$ cat src/rtl/gfpr_pkg.sv
// shared types, constants and field arithmetic for the gf(2^8) remainder unit
package gfpr_pkg;

    localparam int DATA_W         = 8;
    localparam int MAX_PARITY_DEF = 16;
    localparam int NUM_COEF       = 16;
    localparam int CFG_IDX_W      = 2;
    localparam int CFG_DATA_W     = 64;
    localparam int PCOUNT_W       = 5;
    localparam int PCOUNT_RST     = 16;
    localparam logic [DATA_W-1:0] PRIM_RED_RST = 8'h1d;

    typedef enum logic [CFG_IDX_W-1:0] {
        CFG_PARITY_COUNT = 2'd0,
        CFG_GEN_LOW      = 2'd1,
        CFG_GEN_HIGH     = 2'd2,
        CFG_PRIM_POLY    = 2'd3
    } t_cfg_reg;

    typedef struct packed {
        logic [DATA_W-1:0] symbol;
        logic              last;
    } t_in;

    typedef struct packed {
        logic [DATA_W-1:0] parity_symbol;
        logic              last_parity;
    } t_out;

    // per-cell control from the top level
    typedef struct packed {
        logic step;    // symbol transaction this cycle
        logic clear;   // that symbol closes the block
        logic active;  // cell lies inside the current degree
        logic tail;    // cell takes the incoming symbol
        logic load;    // copy updated remainder into the drain row
        logic shift;   // drain row moves one place toward cell 0
    } t_cell_ctl;

    // carry-less product reduced by the low byte of the field polynomial
    function automatic logic [DATA_W-1:0] gf_mul(input logic [DATA_W-1:0] a,
                                                 input logic [DATA_W-1:0] b,
                                                 input logic [DATA_W-1:0] red);
        logic [DATA_W-1:0] acc;
        logic [DATA_W-1:0] sh;
        acc = '0;
        sh  = a;
        for (int k = 0; k < DATA_W; k++) begin
            if (b[k]) begin
                acc = acc ^ sh;
            end
            if (sh[DATA_W-1]) begin
                sh = {sh[DATA_W-2:0], 1'b0} ^ red;
            end else begin
                sh = {sh[DATA_W-2:0], 1'b0};
            end
        end
        return acc;
    endfunction

endpackage

$ cat src/rtl/gfpr_cell.sv
// one remainder cell: lfsr byte with its multiply-add, plus one drain byte
module gfpr_cell
    import gfpr_pkg::*;
(
    input  logic              i_clk,
    input  logic              i_rst_n,
    input  t_cell_ctl         i_ctl,
    input  logic [DATA_W-1:0] i_top,
    input  logic [DATA_W-1:0] i_coef,
    input  logic [DATA_W-1:0] i_red,
    input  logic [DATA_W-1:0] i_next_rem,
    input  logic [DATA_W-1:0] i_sym,
    input  logic [DATA_W-1:0] i_next_out,
    output logic [DATA_W-1:0] o_rem,
    output logic [DATA_W-1:0] o_out
);

    logic [DATA_W-1:0] r_rem;
    logic [DATA_W-1:0] n_rem;
    logic [DATA_W-1:0] r_out;
    logic [DATA_W-1:0] n_out;
    logic [DATA_W-1:0] w_prod;
    logic [DATA_W-1:0] w_feed;
    logic [DATA_W-1:0] w_stepped;

    assign w_prod    = gf_mul(i_top, i_coef, i_red);
    assign w_feed    = i_ctl.tail ? i_sym : i_next_rem;
    // cells past the degree keep their value
    assign w_stepped = i_ctl.active ? (w_feed ^ w_prod) : r_rem;

    always_comb begin
        n_rem = r_rem;
        if (i_ctl.step) begin
            n_rem = i_ctl.clear ? '0 : w_stepped;
        end
    end

    always_comb begin
        n_out = r_out;
        if (i_ctl.load) begin
            n_out = w_stepped;
        end else if (i_ctl.shift) begin
            n_out = i_next_out;
        end
    end

    always_ff @(posedge i_clk) begin
        if (!i_rst_n) begin
            r_rem <= '0;
        end else begin
            r_rem <= n_rem;
        end
    end

    always_ff @(posedge i_clk) begin
        r_out <= n_out;
    end

    assign o_rem = r_rem;
    assign o_out = r_out;

endmodule

$ cat src/rtl/gf256_poly_remainder_unit.sv
// top level of the gf(2^8) polynomial remainder (reed-solomon parity) unit
//
// Dividend symbols stream in highest coefficient first, one transaction per
// cycle while the input is not stalled, and each one steps a row of
// MAX_PARITY cells that form the lfsr R = (R*x + d) mod g, one field
// multiply-add per cell per cycle with the feedback byte of cell 0 broadcast
// to all cells. On a symbol marked last the updated remainder is copied into
// a separate drain row and the lfsr cleared, so the next block can start in
// the following cycle while the parity bytes leave one per output
// transaction, highest degree first, the final one flagged. The drain row
// holds one remainder, so a last symbol waits while an earlier remainder
// still has more than one byte to deliver, or while its final byte is stalled.
// Configuration (degree, generator coefficients, field polynomial) must be
// written by the user only while the unit is idle; the unit itself does not
// enforce this. A degree of 0 acts as 1 and one above MAX_PARITY acts as MAX_PARITY.
module gf256_poly_remainder_unit
    import gfpr_pkg::*;
#(
    parameter int MAX_PARITY = MAX_PARITY_DEF
) (
    input  logic                  i_clk,
    input  logic                  i_rst_n,
    // symbol input channel
    input  logic                  i_in_valid,
    output logic                  o_in_stall,
    input  t_in                   i_in,
    // parity output channel
    output logic                  o_out_valid,
    input  logic                  i_out_stall,
    output t_out                  o_out,
    // configuration write port
    input  logic                  i_cfg_we,
    input  logic [CFG_IDX_W-1:0]  i_cfg_idx,
    input  logic [CFG_DATA_W-1:0] i_cfg_wdata
);

    localparam int CNT_W   = $clog2(MAX_PARITY + 1);
    localparam int RST_DEG = (PCOUNT_RST > MAX_PARITY) ? MAX_PARITY : PCOUNT_RST;
    localparam logic [PCOUNT_W:0] MAX_DEG = (PCOUNT_W + 1)'(MAX_PARITY);

    // configuration registers
    logic [CNT_W-1:0]      r_deg;
    logic [CFG_DATA_W-1:0] r_gen_low;
    logic [CFG_DATA_W-1:0] r_gen_high;
    logic [DATA_W-1:0]     r_red;
    logic [PCOUNT_W-1:0]   w_pcount;
    logic [PCOUNT_W:0]     w_deg_clamp;

    // handshake and drain control
    logic [CNT_W-1:0]      r_cnt;
    logic [CNT_W-1:0]      n_cnt;
    logic                  w_out_acc;
    logic                  w_load_ok;
    logic                  w_in_acc;
    logic                  w_load;

    // cell chains, one extra zero entry past the end
    logic [MAX_PARITY:0][DATA_W-1:0] w_rem;
    logic [MAX_PARITY:0][DATA_W-1:0] w_out;

    // clamp the degree once at write time
    assign w_pcount = i_cfg_wdata[PCOUNT_W-1:0];
    always_comb begin
        if (w_pcount == '0) begin
            w_deg_clamp = (PCOUNT_W + 1)'(1);
        end else if ({1'b0, w_pcount} > MAX_DEG) begin
            w_deg_clamp = MAX_DEG;
        end else begin
            w_deg_clamp = {1'b0, w_pcount};
        end
    end

    always_ff @(posedge i_clk) begin
        if (!i_rst_n) begin
            r_deg      <= CNT_W'(RST_DEG);
            r_gen_low  <= '0;
            r_gen_high <= '0;
            r_red      <= PRIM_RED_RST;
        end else if (i_cfg_we) begin
            unique case (t_cfg_reg'(i_cfg_idx))
                CFG_PARITY_COUNT: r_deg      <= CNT_W'(w_deg_clamp);
                CFG_GEN_LOW:      r_gen_low  <= i_cfg_wdata;
                CFG_GEN_HIGH:     r_gen_high <= i_cfg_wdata;
                CFG_PRIM_POLY:    r_red      <= i_cfg_wdata[DATA_W-1:0];
                default:          r_red      <= r_red;
            endcase
        end
    end

    // the drain row can take a new remainder when empty or emptying now
    assign o_out_valid = (r_cnt != '0);
    assign w_out_acc   = o_out_valid && !i_out_stall;
    assign w_load_ok   = (r_cnt == '0) || ((r_cnt == CNT_W'(1)) && w_out_acc);
    assign o_in_stall  = i_in.last && !w_load_ok;
    assign w_in_acc    = i_in_valid && !o_in_stall;
    assign w_load      = w_in_acc && i_in.last;

    always_comb begin
        n_cnt = r_cnt;
        if (w_load) begin
            n_cnt = r_deg;
        end else if (w_out_acc) begin
            n_cnt = r_cnt - CNT_W'(1);
        end
    end

    always_ff @(posedge i_clk) begin
        if (!i_rst_n) begin
            r_cnt <= '0;
        end else begin
            r_cnt <= n_cnt;
        end
    end

    assign w_rem[MAX_PARITY] = '0;
    assign w_out[MAX_PARITY] = '0;

    // the lfsr row and drain row
    for (genvar g = 0; g < MAX_PARITY; g++) begin : g_cell
        t_cell_ctl         w_ctl;
        logic [DATA_W-1:0] w_coef;

        // cell g uses generator coefficient g+1; none beyond sixteen
        if (g < NUM_COEF / 2) begin : g_lo
            assign w_coef = r_gen_low[DATA_W*g +: DATA_W];
        end else if (g < NUM_COEF) begin : g_hi
            assign w_coef = r_gen_high[DATA_W*(g - NUM_COEF/2) +: DATA_W];
        end else begin : g_zero
            assign w_coef = '0;
        end

        assign w_ctl.step   = w_in_acc;
        assign w_ctl.clear  = i_in.last;
        assign w_ctl.active = (CNT_W'(g) < r_deg);
        assign w_ctl.tail   = (CNT_W'(g + 1) == r_deg);
        assign w_ctl.load   = w_load;
        assign w_ctl.shift  = w_out_acc;

        gfpr_cell u_cell (
            .i_clk      (i_clk),
            .i_rst_n    (i_rst_n),
            .i_ctl      (w_ctl),
            .i_top      (w_rem[0]),
            .i_coef     (w_coef),
            .i_red      (r_red),
            .i_next_rem (w_rem[g+1]),
            .i_sym      (i_in.symbol),
            .i_next_out (w_out[g+1]),
            .o_rem      (w_rem[g]),
            .o_out      (w_out[g])
        );
    end

    assign o_out.parity_symbol = w_out[0];
    assign o_out.last_parity   = (r_cnt == CNT_W'(1));

`ifndef NO_ASSERTIONS
    // a closing symbol leaves the lfsr row cleared
    a_clear_after_last: assert property (@(posedge i_clk) disable iff (!i_rst_n)
        w_load |=> (w_rem[MAX_PARITY-1:0] == '0))
        else $error("remainder not cleared after last symbol");

    // the drain count never exceeds the configured degree
    a_cnt_bound: assert property (@(posedge i_clk) disable iff (!i_rst_n)
        r_cnt <= r_deg)
        else $error("drain count above degree");

    // a load always starts a full drain
    a_load_count: assert property (@(posedge i_clk) disable iff (!i_rst_n)
        w_load |=> (o_out_valid && (r_cnt == $past(r_deg))))
        else $error("drain not started with full degree");

    // the closing symbol is only taken when the drain row is free
    a_no_overrun: assert property (@(posedge i_clk) disable iff (!i_rst_n)
        (w_load && (r_cnt != '0)) |-> (r_cnt == CNT_W'(1)) && w_out_acc)
        else $error("remainder loaded over undelivered parity");
`endif

endmodule
$ cat config.mk
export PLATFORM = sky130hd
export DESIGN_NAME = gf256_poly_remainder_unit
export DESIGN_NICKNAME = d
export VERILOG_FILES = /design/src/rtl/gfpr_pkg.sv /design/src/rtl/gfpr_cell.sv /design/src/rtl/gf256_poly_remainder_unit.sv
export SDC_FILE = /design/constraint.sdc
export NUM_CORES = 2
export LEC_CHECK = 0
export ABC_AREA = 1
export ABC_CLOCK_PERIOD_IN_PS = 4920
export BUFFER_PORTS_ARGS = -buffer_cell sky130_fd_sc_hd__buf_4
export CAP_MARGIN = 15
export CORE_UTILIZATION = 40
export DETAILED_ROUTE_END_ITERATION = 10
export SLEW_MARGIN = 20
export SYNTH_ARGS = -nofsm -noshare
export SYNTH_HDL_FRONTEND = slang
export SYNTH_HIERARCHICAL = 1
export SYNTH_SLANG_ARGS = --single-unit
$ cat constraint.sdc
create_clock -name i_clk -period 4.92 [get_ports i_clk]
set_input_delay 0.984 -clock i_clk [delete_from_list [all_inputs] [get_ports i_clk]]
set_output_delay 0.984 -clock i_clk [all_outputs]
set_load 0.02 [all_outputs]
==> impl_metrics.json <==
{
  "drt-initial-drc-count": 6868,
  "numCtsBuffers": 52,
  "p_int_mw": 8.43,
  "drive_gt1_share_pct": 9.12,
  "antenna_found_initial": 36,
  "clock_path_buffers": 3,
  "place_congestion": 0.996,
  "synth_xor_area_share_pct": 7.62,
  "p_sw_mw": 6.60,
  "whs_endpoint": "g_cell[9].u_cell/o_rem[4]",
  "syn-instance-count": 11300,
  "io_buffers": 90,
  "synth_mux_area_share_pct": 1.31,
  "ir_worst_vdd_mv": 0.263,
  "grt.total_usage_pct": 30.5,
  "fmax_ghz": 0.231,
  "setup_ws_ns": 0.597,
  "ant_nets": 0,
  "fp-row-count": 143,
  "p_leak_nw": 32.9,
  "synth_flop_cell": "dfxtp_1",
  "worst-setup-path-type": "reg -> reg",
  "cts-resized-gates": 0,
  "clk_pin_slew_ns": 0.07,
  "path_max_fanout": 38,
  "cts_tree": "yes",
  "grt_max_degree": 70,
  "yosysUniqueCellTypes": 40,
  "cp_data_arrival_time_ns": 4.76,
  "start_util_pct": 40.3,
  "die_x_um": 393,
  "setup_tns_ns": 0,
  "cts_setup_buffers": 0,
  "post-route-min-period_ns": 4.32,
  "die_y_um": 393,
  "io_pins": 91,
  "rr_startpoint": "g_cell[0].u_cell/o_rem[7]",
  "root_buffer": "clkbuf_16",
  "synth_area_leaders": "nand2_1 26%, nand3_1 16%, inv_1 9.4%, dfxtp_1 9.0%, edfxtp_1 6.3%",
  "status": "finished, final reports clean",
  "cts_sinks": 402,
  "rsz0062_at_grt": "no",
  "slew_headroom_pct": 29.1,
  "final_cells": 13300,
  "avgSynthCellArea_um2": 5.39,
  "synth_seq_cells": 402,
  "synth_warnings": 6,
  "stdcell_area_um2": 65700,
  "synth-edff-count": 128,
  "drt_wl_total_mm": 242,
  "drc": 0,
  "setup_viol": 0,
  "pwr-share-clk_pct": 28.6,
  "vias": 70000,
  "slew_viol_final": 0,
  "synth_top_family_by_area": "simple AND/OR/NAND/NOR gates",
  "htreeDepth": 2,
  "wl_per_cell_um": 18.1,
  "synth-compound-area-share_pct": 4.75,
  "clk_latency_ns": 0.71,
  "placed_cell_area_um2": 63800,
  "core_um2": 152000,
  "worstReg2RegEnd": "g_cell[3].u_cell/o_out[1]",
  "dp_slack_ns": 0.681,
  "place_hpwl_mm": 186,
  "hold_viol_final": 0,
  "async_reset_ff_share_pct": 0,
  "hold_buffers": 0,
  "fin_util_pct": 43.3,
  "overflow": 0,
  "reg2reg_depth": 22,
  "seqPwrFrac_pct": 32.2,
  "max_cap_violations": 0,
  "synth-simple-area-share_pct": 57.6,
  "synth_top_cell_by_area": "nand2_1",
  "synth_top_area_share_pct": 25.7,
  "power_mw": 15.0,
  "hp-class": "reg -> reg",
  "ys_seq_area_share_pct": 15.3,
  "comb_power_share_pct": 39.2,
  "netSwitchingFraction_pct": 43.9,
  "worst_pin_slew_ns": 1.06,
  "dp.cells": 13200,
  "hp-start": "g_cell[9].u_cell/o_rem[4]",
  "dieArea_um2": 154000,
  "grt_pass1_vias": 62200,
  "rrSetupSlack_ns": 0.60,
  "synth_fa_ha_area_share_pct": 0.0615,
  "fin_crit_sh_pct": 87.9,
  "grt_pass1_wl_mm": 366,
  "hold-path-cell-count": 2,
  "cp-start-kind": "register",
  "powerDensity_nw_per_um2": 229,
  "synthesis.area_um2": 61100,
  "viasPerCell": 5.25,
  "final_nets": 11300,
  "fin_hold_ws_ns": 0.478,
  "fin_skew_ns": 0.0603,
  "area_growth_pct": 7.59,
  "end_kind": "register",
  "firstDrtPassIters": 6,
  "cp.required_ns": 5.35
}
==> state kept, by name, indices dropped and copies added, names as in the netlist <==
register / flops
r_cnt: 5
g_cell.u_cell/o_rem: 128
r_gen_high: 64
g_cell.u_cell/o_out: 128
r_deg: 5
r_gen_low: 64
r_red: 8
==> cell usage after synthesis (17+ instances only) <==
library cell	count
nand2_1	4180
nand3_1	1948
inv_1	1530
nor2_1	880
xor2_1	305
o21ai_0	292
dfxtp_1	274
nand2_2	210
a21oi_1	202
clkbuf_1	201
xnor2_1	176
nand3b_1	160
edfxtp_1	128
or2_2	128
nand3_2	114
buf_2	106
mux2i_1	80
buf_6	64
inv_2	52
nand2_4	48
nand4_1	37
nand3_4	34
nor2_2	34
buf_4	23
a31oi_1	17
clkinv_1	17
==> placed cells by master, fill, tap and decap left out, types with 160 or more instances in the layout <==
master,count
a21oi_1,202
buf_4,221
dfxtp_1,258
inv_1,1529
nand2_1,4180
nand2_2,210
nand3_1,1948
nand3b_1,160
nor2_1,880
o21ai_0,289
xnor2_1,176
xor2_1,305
==> final cells by class <==
type	count	area (um2)
fill	16600	86000
inverter	1599	6010
timing repair buffer	251	2250
tap	2030	2540
clock buffer	64	1380
sequential	402	9370
clock inverter	34	493
antenna	7	17.5
multi-input combinational	8950	43700
==> worst max path at each step <==
stage | start | to | cells past startpoint
after global routing | g_cell[0].u_cell/o_rem[7] | g_cell[6].u_cell/o_out[1] | 22
after global placement | g_cell[0].u_cell/o_rem[7] | g_cell[3].u_cell/o_out[1] | 22
after CTS | g_cell[0].u_cell/o_rem[7] | g_cell[3].u_cell/o_out[1] | 22
final | g_cell[0].u_cell/o_rem[7] | g_cell[3].u_cell/o_out[1] | 22
after floorplan | r_red[5] | g_cell[10].u_cell/o_out[7] | 25
after detailed placement | g_cell[0].u_cell/o_rem[7] | g_cell[3].u_cell/o_out[1] | 22
==> critical path, stage by stage (launching register included) <==
cell	delay (ns)
dfxtp_4	0.85
buf_4	0.30
nand3_2	0.12
nand2_4	0.19
nand2_2	0.07
nand2_2	0.09
nand2_2	0.16
nor2_1	0.16
nand2_2	0.16
nand3_1	0.18
inv_1	0.06
nand2_1	0.10
nand3_1	0.16
xor2_1	0.41
nand2_1	0.10
nand2_1	0.18
nand2_1	0.14
nand2_1	0.11
inv_1	0.04
nor2_1	0.08
nand3_1	0.08
nand3_1	0.17
a31oi_1	0.11
==> routing by layer <==
metal | global-route usage [%] | routed length (um)
met1 | 40.9 | 106000
met2 | 48.3 | 105000
met3 | 5.35 | 20300
met4 | 11.7 | 10200
met5 | 0 | 242
==> power by group through the flow <==
stage	clock network (mW)	logic [mW]	registers, mW
floorplan	0	4.05	4.56
global placement	0	5.71	4.90
detailed placement	0	5.79	4.90
CTS	4.36	5.81	4.83
global route	4.47	6.49	4.88
finish	4.30	5.89	4.84
==> cell families after synthesis <==
| kind of cell | after synthesis |
|---|---|
| compound gates | 554 |
| xor+xnor | 497 |
| fa+ha+maj | 3 |
| buf+inv | 1994 |
| flops | 402 |
| mux | 80 |
| other cells | 1 |
| simple gates | 7800 |
(Power assumes the default switching activity.)
